File: config.mk
export PLATFORM = sky130hd
export DESIGN_NAME = pso_cell
export DESIGN_NICKNAME = d
export VERILOG_FILES = /design/src/hdl/pso_pkg.sv /design/src/hdl/pso_cell.sv
export SDC_FILE = /design/constraint.sdc
export NUM_CORES = 2
export LEC_CHECK = 0
export ABC_CLOCK_PERIOD_IN_PS = 8650
export CORE_MARGIN = 4
export CORE_UTILIZATION = 59
export DETAILED_ROUTE_END_ITERATION = 10
export DONT_BUFFER_PORTS = 1
export PLACE_DENSITY = 0.74
export REMOVE_ABC_BUFFERS = 1
export SLEW_MARGIN = 20
export SYNTH_ARGS = -nofsm -noshare
export SYNTH_HDL_FRONTEND = slang
export SYNTH_SLANG_ARGS = --single-unit
File: constraint.sdc
create_clock -name clk_i -period 8.65 [get_ports clk_i]
set_input_delay 0.4325 -clock clk_i [delete_from_list [all_inputs] [get_ports clk_i]]
set_output_delay 0.4325 -clock clk_i [all_outputs]
set_load 0.02 [all_outputs]
File: src/hdl/pso_pkg.sv
// Shared constants, types and helpers of the pairwise surface obstacle scan.
package pso_pkg;

  localparam int MAX_POINTS = 16;
  localparam int IDX_W      = $clog2(MAX_POINTS);
  localparam int OUT_IDX_W  = 4;

  localparam int COORD_W    = 12;
  localparam int DROP_W     = 12;
  localparam int NEAR_W     = 12;
  localparam int SLOPE_W    = 8;
  localparam int CFG_IDX_W  = 2;
  localparam int CFG_DATA_W = 12;

  localparam int DIFF_W = COORD_W + 1;        // difference of two coordinates
  localparam int SQ_W   = 2 * COORD_W;        // square of a difference
  localparam int DIST_W = SQ_W + 1;           // dx^2 + dz^2
  localparam int LIM_W  = 2 * NEAR_W;         // near_limit^2
  localparam int DY10_W = SQ_W + 4;           // 10 * dy^2
  localparam int SP1_W  = SLOPE_W + 1;        // slope_limit + 1
  localparam int PROD_W = DIST_W + SP1_W;     // (slope_limit + 1) * dist

  localparam logic [DROP_W-1:0]  DROP_RESET  = DROP_W'(50);
  localparam logic [NEAR_W-1:0]  NEAR_RESET  = NEAR_W'(50);
  localparam logic [SLOPE_W-1:0] SLOPE_RESET = SLOPE_W'(10);
  localparam logic [LIM_W-1:0]   LIM_RESET   = LIM_W'(50 * 50);

  typedef enum logic [CFG_IDX_W-1:0] {
    REG_DROP_LIMIT  = 2'd0,
    REG_NEAR_LIMIT  = 2'd1,
    REG_SLOPE_LIMIT = 2'd2
  } cfg_reg_e;

  typedef enum logic [1:0] {
    OUTC_NONE     = 2'd0,
    OUTC_OBSTACLE = 2'd1,
    OUTC_STOP     = 2'd2
  } outcome_e;

  typedef struct packed {
    logic [DROP_W-1:0] drop;
    logic [LIM_W-1:0]  lim;
    logic [SP1_W-1:0]  slope_p1;
  } cfg_t;

  typedef struct packed {
    logic                      v;
    logic signed [COORD_W-1:0] x;
    logic signed [COORD_W-1:0] y;
    logic signed [COORD_W-1:0] z;
    logic [IDX_W-1:0]          slot;
    logic                      clr;
    logic [IDX_W-1:0]          last_idx;
  } token_t;

  typedef struct packed {
    logic             v;
    logic [IDX_W-1:0] earlier;
    logic [IDX_W-1:0] newer;
    outcome_e         outcome;
    logic             last;
  } result_t;

  function automatic logic [IDX_W-1:0] highest_set(input logic [MAX_POINTS-1:0] v);
    logic [IDX_W-1:0] r;
    r = '0;
    for (int i = 0; i < MAX_POINTS; i++) begin
      if (v[i]) r = IDX_W'(i);
    end
    return r;
  endfunction

endpackage

File: src/hdl/pso_cell.sv
// One store cell: holds a point, tests the passing new point against it, forwards it.
module pso_cell (
  input  logic             clk_i,
  input  logic             rst_ni,
  input  logic             adv_i,
  input  logic             clear_i,
  input  logic [pso_pkg::IDX_W-1:0] idx_i,
  input  pso_pkg::cfg_t    cfg_i,
  input  pso_pkg::token_t  tok_i,
  output pso_pkg::token_t  tok_o,
  output pso_pkg::result_t res_o,
  output logic             active_o,
  output logic             busy_o,
  output logic             clr_o
);
  import pso_pkg::*;

  logic signed [COORD_W-1:0] px_q, py_q, pz_q;
  logic                      active_q, active_d;
  logic                      tok_v_q, tok_v_d;
  token_t                    tok_q;

  logic                      s1_v_q, s1_v_d;
  logic [DIST_W-1:0]         s1_dist_q;
  logic [SQ_W-1:0]           s1_dysq_q;
  logic                      s1_stop_q;
  logic                      s1_dynz_q;
  logic [IDX_W-1:0]          s1_slot_q;
  logic                      s1_last_q;

  logic                      is_slot;
  logic signed [DIFF_W-1:0]  dx, dy, dz;
  logic signed [2*DIFF_W-1:0] dx_full, dy_full, dz_full;
  logic [DIST_W-1:0]         dist_d;
  logic signed [DIFF_W:0]    dz_plus;
  logic                      stop_d;

  logic [DY10_W-1:0]         dy10;
  logic [PROD_W-1:0]         prod;
  logic                      near_ok, steep;
  outcome_e                  outcome;

  assign is_slot = tok_i.v && (tok_i.slot == idx_i);

  // First stage: differences, squares and the drop test against the stored point
  assign dx = DIFF_W'(tok_i.x) - DIFF_W'(px_q);
  assign dy = DIFF_W'(tok_i.y) - DIFF_W'(py_q);
  assign dz = DIFF_W'(tok_i.z) - DIFF_W'(pz_q);
  assign dx_full = dx * dx;
  assign dy_full = dy * dy;
  assign dz_full = dz * dz;
  assign dist_d  = DIST_W'(dx_full[SQ_W-1:0]) + DIST_W'(dz_full[SQ_W-1:0]);
  assign dz_plus = (DIFF_W+1)'(dz) + $signed({2'b00, cfg_i.drop});
  assign stop_d  = dz_plus[DIFF_W];

  // Second stage: floor(10*dy^2/dist) > s  holds exactly when  10*dy^2 >= (s+1)*dist
  assign dy10    = DY10_W'({s1_dysq_q, 3'b000}) + DY10_W'({s1_dysq_q, 1'b0});
  assign prod    = PROD_W'(s1_dist_q) * PROD_W'(cfg_i.slope_p1);
  assign near_ok = s1_dist_q < DIST_W'(cfg_i.lim);
  assign steep   = PROD_W'(dy10) >= prod;

  always_comb begin
    if (s1_stop_q) begin
      outcome = OUTC_STOP;
    end else if (s1_dist_q == '0) begin
      outcome = s1_dynz_q ? OUTC_OBSTACLE : OUTC_NONE;
    end else if (near_ok && steep) begin
      outcome = OUTC_OBSTACLE;
    end else begin
      outcome = OUTC_NONE;
    end
  end

  always_comb begin
    active_d = active_q;
    if (s1_v_q && s1_stop_q) active_d = 1'b0;
    if (is_slot) active_d = !tok_i.clr;
    if (clear_i) active_d = 1'b0;
  end

  // Pass the word on only while it has not reached its own slot
  assign tok_v_d = tok_i.v && !is_slot;
  assign s1_v_d  = tok_i.v && active_q;

  always_ff @(posedge clk_i or negedge rst_ni) begin
    if (!rst_ni) begin
      active_q <= 1'b0;
      tok_v_q  <= 1'b0;
      s1_v_q   <= 1'b0;
    end else if (adv_i) begin
      active_q <= active_d;
      tok_v_q  <= tok_v_d;
      s1_v_q   <= s1_v_d;
    end
  end

  always_ff @(posedge clk_i) begin
    if (adv_i) begin
      tok_q <= tok_i;
      if (is_slot) begin
        px_q <= tok_i.x;
        py_q <= tok_i.y;
        pz_q <= tok_i.z;
      end
      if (s1_v_d) begin
        s1_dist_q <= dist_d;
        s1_dysq_q <= dy_full[SQ_W-1:0];
        s1_stop_q <= stop_d;
        s1_dynz_q <= (dy != '0);
        s1_slot_q <= tok_i.slot;
        s1_last_q <= (tok_i.last_idx == idx_i);
      end
    end
  end

  always_comb begin
    tok_o   = tok_q;
    tok_o.v = tok_v_q;
  end

  always_comb begin
    res_o = '0;
    if (s1_v_q) begin
      res_o.v       = 1'b1;
      res_o.earlier = idx_i;
      res_o.newer   = s1_slot_q;
      res_o.outcome = outcome;
      res_o.last    = s1_last_q;
    end
  end

  assign active_o = active_q;
  assign busy_o   = tok_v_q | s1_v_q;
  assign clr_o    = adv_i && is_slot && tok_i.clr;

endmodule

* Word level (Yosys, flattened, before mapping)
Cells that the tools add are included.
** Cells by class
- $lt $le $gt $ge :: 2
- Multiplexer cells :: 8
- Add/subtract/negate cells :: 6
- Multipliers :: 4
- Reductions and logical operators :: 15
- Equal/unequal tests :: 2
- Bitwise operators :: 1
** Operators with widths (number)
- multiplier 13 x 13 -> 24 bit :: 3
- subtractor 12 x 12 -> 13 bit :: 3
- greater-or-equal comparator 28 x 34 -> 1 bit :: 1
- multiplier 25 x 9 -> 34 bit :: 1
- adder 27 x 25 -> 28 bit :: 1
- adder 24 x 24 -> 25 bit :: 1
- logical NOT 25 bit :: 1
- < comparator 25 x 24 -> 1 bit :: 1
- adder 13 x 13 -> 14 bit :: 1
- nonzero test 13 bit :: 1
- 2-to-1 mux 12 bit :: 1
- equality test 4 bit :: 2
- logical AND 1 bit :: 7
- 2-to-1 mux 1 bit :: 6
- AND reduction 2 bit :: 3
- nonzero test 3 bit :: 1
- logical NOT 1 bit :: 2
- 2-to-1 mux 2 bit :: 1
- bitwise OR 1 bit :: 1
** Word-level totals
- Register bits after elaboration :: 140

* Longest topological paths before layout
- Depth in word-level cells :: 7
- Depth in mapped cells :: 42
- Mapped depth without buffers :: 41

* Worst setup path before layout
OpenSTA, ideal clock, no wires.
- Kind :: input to register
- Start :: in tok_i[9] in the netlist's numbering
- End :: reg s1_dist_q[24], data pin
- Buffers on the path :: 0
- Path slack :: -0.403 ns
- Arrival :: 8.789 ns
- Stages on the path :: 38
- Path through :: inv_1 -> ha_1 -> fa_1 -> nor2b_1 -> o21ai_1 -> a21boi_1 -> o21ai_0 -> a21boi_0 -> o21ai_1 -> a21boi_1 -> mux2_2 -> nor2_1 -> inv_2 -> nand2_1 -> fa_1 -> fa_1 -> inv_1 -> fa_1 -> [... 2 more ...] -> inv_1 -> fa_1 -> inv_1 -> ha_1 -> a21o_1 -> o21a_1 -> o31ai_1 -> nand2b_1 -> a21oi_1 -> xnor2_1 -> ha_1 -> and2_1 -> a31oi_1 -> o21ai_1 -> or4_1 -> a31o_2 -> a21oi_1 -> a21oi_1
** On the way
- Cells in the longest elaborated chain, start to end :: 3
** Ends and longest elaborated chain
- start: declaration :: line pso_cell.sv:9 : input pso_pkg::token_t tok_i,
- subtractor 12 x 12 -> 13 bit :: line pso_cell.sv:48 : assign dz = DIFF_W'(tok_i.z) - DIFF_W'(pz_q);
- multiplier 13 x 13 -> 24 bit :: line pso_cell.sv:51 : assign dz_full = dz * dz;
- adder 24 x 24 -> 25 bit :: line pso_cell.sv:52 : assign dist_d = DIST_W'(dx_full[SQ_W-1:0]) + DIST_W'(dz_full[SQ_W-1:0]);
- named net dist_d[24] :: line pso_cell.sv:34 : logic [DIST_W-1:0] dist_d;
- end signal: assignment :: line pso_cell.sv:106 : s1_dist_q <= dist_d;
- end: declaration :: line pso_cell.sv:24 : logic [DIST_W-1:0] s1_dist_q;
The timed path passes the listed nets, and every way through them passes these cells.
A chain may end at the register's enable or synchronous reset.

* Worst setup path after layout
- Start :: reg pz_q[1]
- End :: reg s1_dist_q[22], data pin
** On the way
- Cells in the longest elaborated chain, start to end :: 3
** Ends and longest elaborated chain
- start: declaration :: line pso_cell.sv:18 : logic signed [COORD_W-1:0] px_q, py_q, pz_q;
- start signal: assignment :: line pso_cell.sv:103 : pz_q <= tok_i.z;
- subtractor 12 x 12 -> 13 bit :: line pso_cell.sv:48
- multiplier 13 x 13 -> 24 bit :: line pso_cell.sv:51
- adder 24 x 24 -> 25 bit :: line pso_cell.sv:52
- named net dist_d[22] :: line pso_cell.sv:34
The timed path passes the listed nets, and every way through them passes these cells.

==> metrics.md <==
| Metric | Value |
|---|---|
| Ys Warns | `0` |
| IO Pins | `160` |
| Layout cells sized above 1 | `11.4%` |
| Final Slew Violations | `0` |
| Setup Skew | `0.0129 ns` |
| Shortest period the worst path allows | `8.58 ns` |
| Netlist Area Pre-Place | `31,800 um2` |
| Share of the synthesized area in the top cell type | `35.2%` |
| Clock Latency Late Sink | `0.48 ns` |
| Critical path arrival | `8.81 ns` |
| Clock transition at path regs | `0.07 ns` |
| TritonCTS clock tree | `built` |
| H-tree levels | `4` |
| First-pass GRT wire length | `127,000 um` |
| Yosys cell types | `80` |
| P&R area growth vs syn | `10.4%` |
| Num CTS Buffers | `17` |
| Worst Path Max Fanout | `5` |
| GP Congestion | `0.964` |
| R2R cell count | `38` |
| Initial antenna violation count | `2` |
| Die X | `240 um` |
| Final worst-path setup slack | `0.0651 ns` |
| Initial Utilization | `60.1%` |
| RSZ-0062 raised after global routing | `true` |
| Final setup viols | `0` |
| Non-Filler Instances | `4,273` |
| GRT Util Overall | `27.4%` |
| Synth Register Bits | `139` |
| Via count of the first global-routing pass | `26,357` |
| Via count | `23,964` |
| Initial drt markers | `1,375` |
| HPWL Detailed | `62,000 um` |
| Period utilization | `99.2%` |
| Worst slew pin tran | `0.984 ns` |
| Die Footprint | `57,700 um2` |
| Synth area leaders | `fa_1 35%, ha_1 15%, edfxtp_1 13%` |
| Worst hold path type | `in2reg` |
| N_diodes | `0` |
| Crit Path Class | `reg2reg` |
| Total Nets Final | `4,621` |
| Vias per inst | `5.61` |
| Final non-filler cell area | `35,100 um2` |
| Status | `finished clean` |
| Post-DRT Antenna Nets | `0` |
| Area leader, netlist | `fa_1` |
| Placed inst area | `33,700 um2` |
| GRT Residual Overflow | `0` |
| Largest net degree at the start of global routing | `57` |
| Final hold vios | `0` |
| Crit path required time | `8.88 ns` |
| Critical Path Source Type | `register` |
| Core Area | `53,000 um2` |
| CP endpoint kind | `register` |
| R2R Setup Slk | `0.07 ns` |
| Std cell rows | `84` |
| Maximum clock rate | `0.116 GHz` |
| Port Buffers | `0` |
| Post-synth EDFFs | `136` |
| Die H | `240 um` |
| Fillcell total | `4,246` |
| FFs w/ async S/R, synth | `2.16%` |
| Post-Place Setup Slack | `-0.684 ns` |
| Ys flop type | `edfxtp_1` |
| Clock Tree Root | `clkbuf_16` |
| Max Cap Viol | `0` |
| Cells on Worst Hold Path | `0` |
| Register area | `4160 um2` |
| Rel. slew slack | `34.2%` |
| Placed cells | `4,206` |
| DRC viols | `0` |
| 1st-pass router iterations | `5` |
| Longest Clk Path Bufs | `2` |
| Clock Sinks | `139` |
| Sequential cell area fraction in the yosys report | `13.1%` |
| WL final | `75,900 um` |
| Worst path most repeated cell | `fa_1` |
| Critical Path Max Stage Delay | `0.54 ns` |
| Mapped Avg Cell Area | `9.30 um2` |
| Area of the multi-input gates | `25,000 um2` |
| Post-Syn Instances | `3,422` |
| CP max-delay cell | `fa_1` |
| Routed len/inst | `17.8 um` |
-- state kept, by name, summed over array words and instances, names as in the netlist, 4 cells and up --
signal / flops
s1_dist_q: 25
s1_slot_q: 4
px_q: 12
py_q: 12
s1_dysq_q: 23
pz_q: 12
tok_o: 45
-- cell families after synthesis --
group,share of synthesized area (%)
adders and majority gates,50.6
and+or+nand+nor,12.4
buffers and inverters,10.2
AOI/OAI and AO/OA,8.66
xor gates and xnor gates,4.74
DFF,13.1
muxes,0.326
other,0.0118
-- layout by cell type (no fill, tap or decap), types with 44 or more instances in the layout --
cell type  netlist  layout
inv_1          753     744
o21ai_0         58      50
fa_1           560     558
xnor2_1        123     116
a21o_1          56      56
nor3_1          46      44
a21oi_1         87      77
and2_1          92      90
edfxtp_1       136     136
nor2_1         245     235
ha_1           390     374
buf_4            2     218
nand2_1        362     353
-- per-stage QoR --
stage / hold slack (ns) / utilization [%] / TNS (ns)
detailed placement: 0.137 / 63.7 / -2.50
global placement: 0.137 / 63.7 / -1.73
CTS: 0.0140 / 65.2 / -0.0153
global route: 0.0196 / 66.3 / -0.981
floorplan: 0.137 / - / -1.06
finish: 0.0423 / 66.3 / 0
-- cell usage after synthesis (7+ instances only) --
cell type,number
a21boi_0,7
edfxtp_1,136
ha_1,390
inv_2,9
a211oi_1,20
or3_1,10
nor2b_1,25
o21bai_1,10
o21a_1,31
o21ai_1,32
a21boi_1,12
fa_1,560
a21o_1,56
a211o_1,9
xnor2_1,123
nand2_1,362
nor2_1,245
buf_1,14
nand2b_1,16
clkbuf_1,71
mux2i_1,7
a31oi_1,11
and3_1,13
nand4_1,8
and2_1,92
clkinv_1,8
a21oi_1,87
o211ai_1,12
or2_2,9
nor4_1,12
nand3_1,26
inv_1,753
o21ai_0,58
xor2_1,43
nor3_1,46
-- critical path: cells and delay by family, from the launching register on --
| family | cells | cell delay [ns] |
|---|---|---|
| AND/OR/NAND/NOR | 6 | 1.09 |
| flip-flops | 1 | 0.42 |
| buffers and inverters | 5 | 0.32 |
| XOR/XNOR | 3 | 0.46 |
| AO/OA/AOI/OAI | 15 | 2.35 |
| adder cells (fa/ha/maj) | 9 | 3.67 |
-- worst paths after layout --
kind                                      from                      end
min                                  tok_i[26]        py_q[5]$_DFFE_PP_
max                          pz_q[1]$_DFFE_PP_  s1_dist_q[22]$_DFFE_PP_
max reg2reg                  pz_q[1]$_DFFE_PP_  s1_dist_q[22]$_DFFE_PP_
min reg2reg                tok_v_q$_DFFE_PN0P_      tok_v_q$_DFFE_PN0P_
max in group asynchronous               rst_ni     active_o$_DFFE_PN0P_
min in group asynchronous               rst_ni      tok_v_q$_DFFE_PN0P_
-- metal layers --
layer  global-route usage (%)  part of all wire (%)  vias up  routed length (um)
li1                         -                     -    11021                   -
met5                        0                     0        -                   0
met1                     34.0                    39    12057               29400
met2                     49.1                    53      722               39900
met3                     4.50                   5.7      164                4310
met4                     8.50                   3.0        0                2290
-- area by class of cell --
class / count / area share, %
Tap cell: 688 / 2.45
Clock buffer: 19 / 1.26
Inverter: 770 / 8.27
Sequential cell: 139 / 11.8
Clock inverter: 13 / 0.292
Multi-Input combinational cell: 2423 / 71.1
Timing Repair Buffer: 221 / 4.78
-- timing repair --
item | in CTS | in global routing
hold endpoints to repair | 3 | 0
buffers inserted | 17 | 17
endpoints found under the setup margin | 6 | 11
pin swaps | 38 | 43
gates resized for setup | 47 | 93
hold buffers | 1 | 0
Power is not shown: default switching activity piles up to over one toggle a cycle in this logic, so the estimate is an artifact.
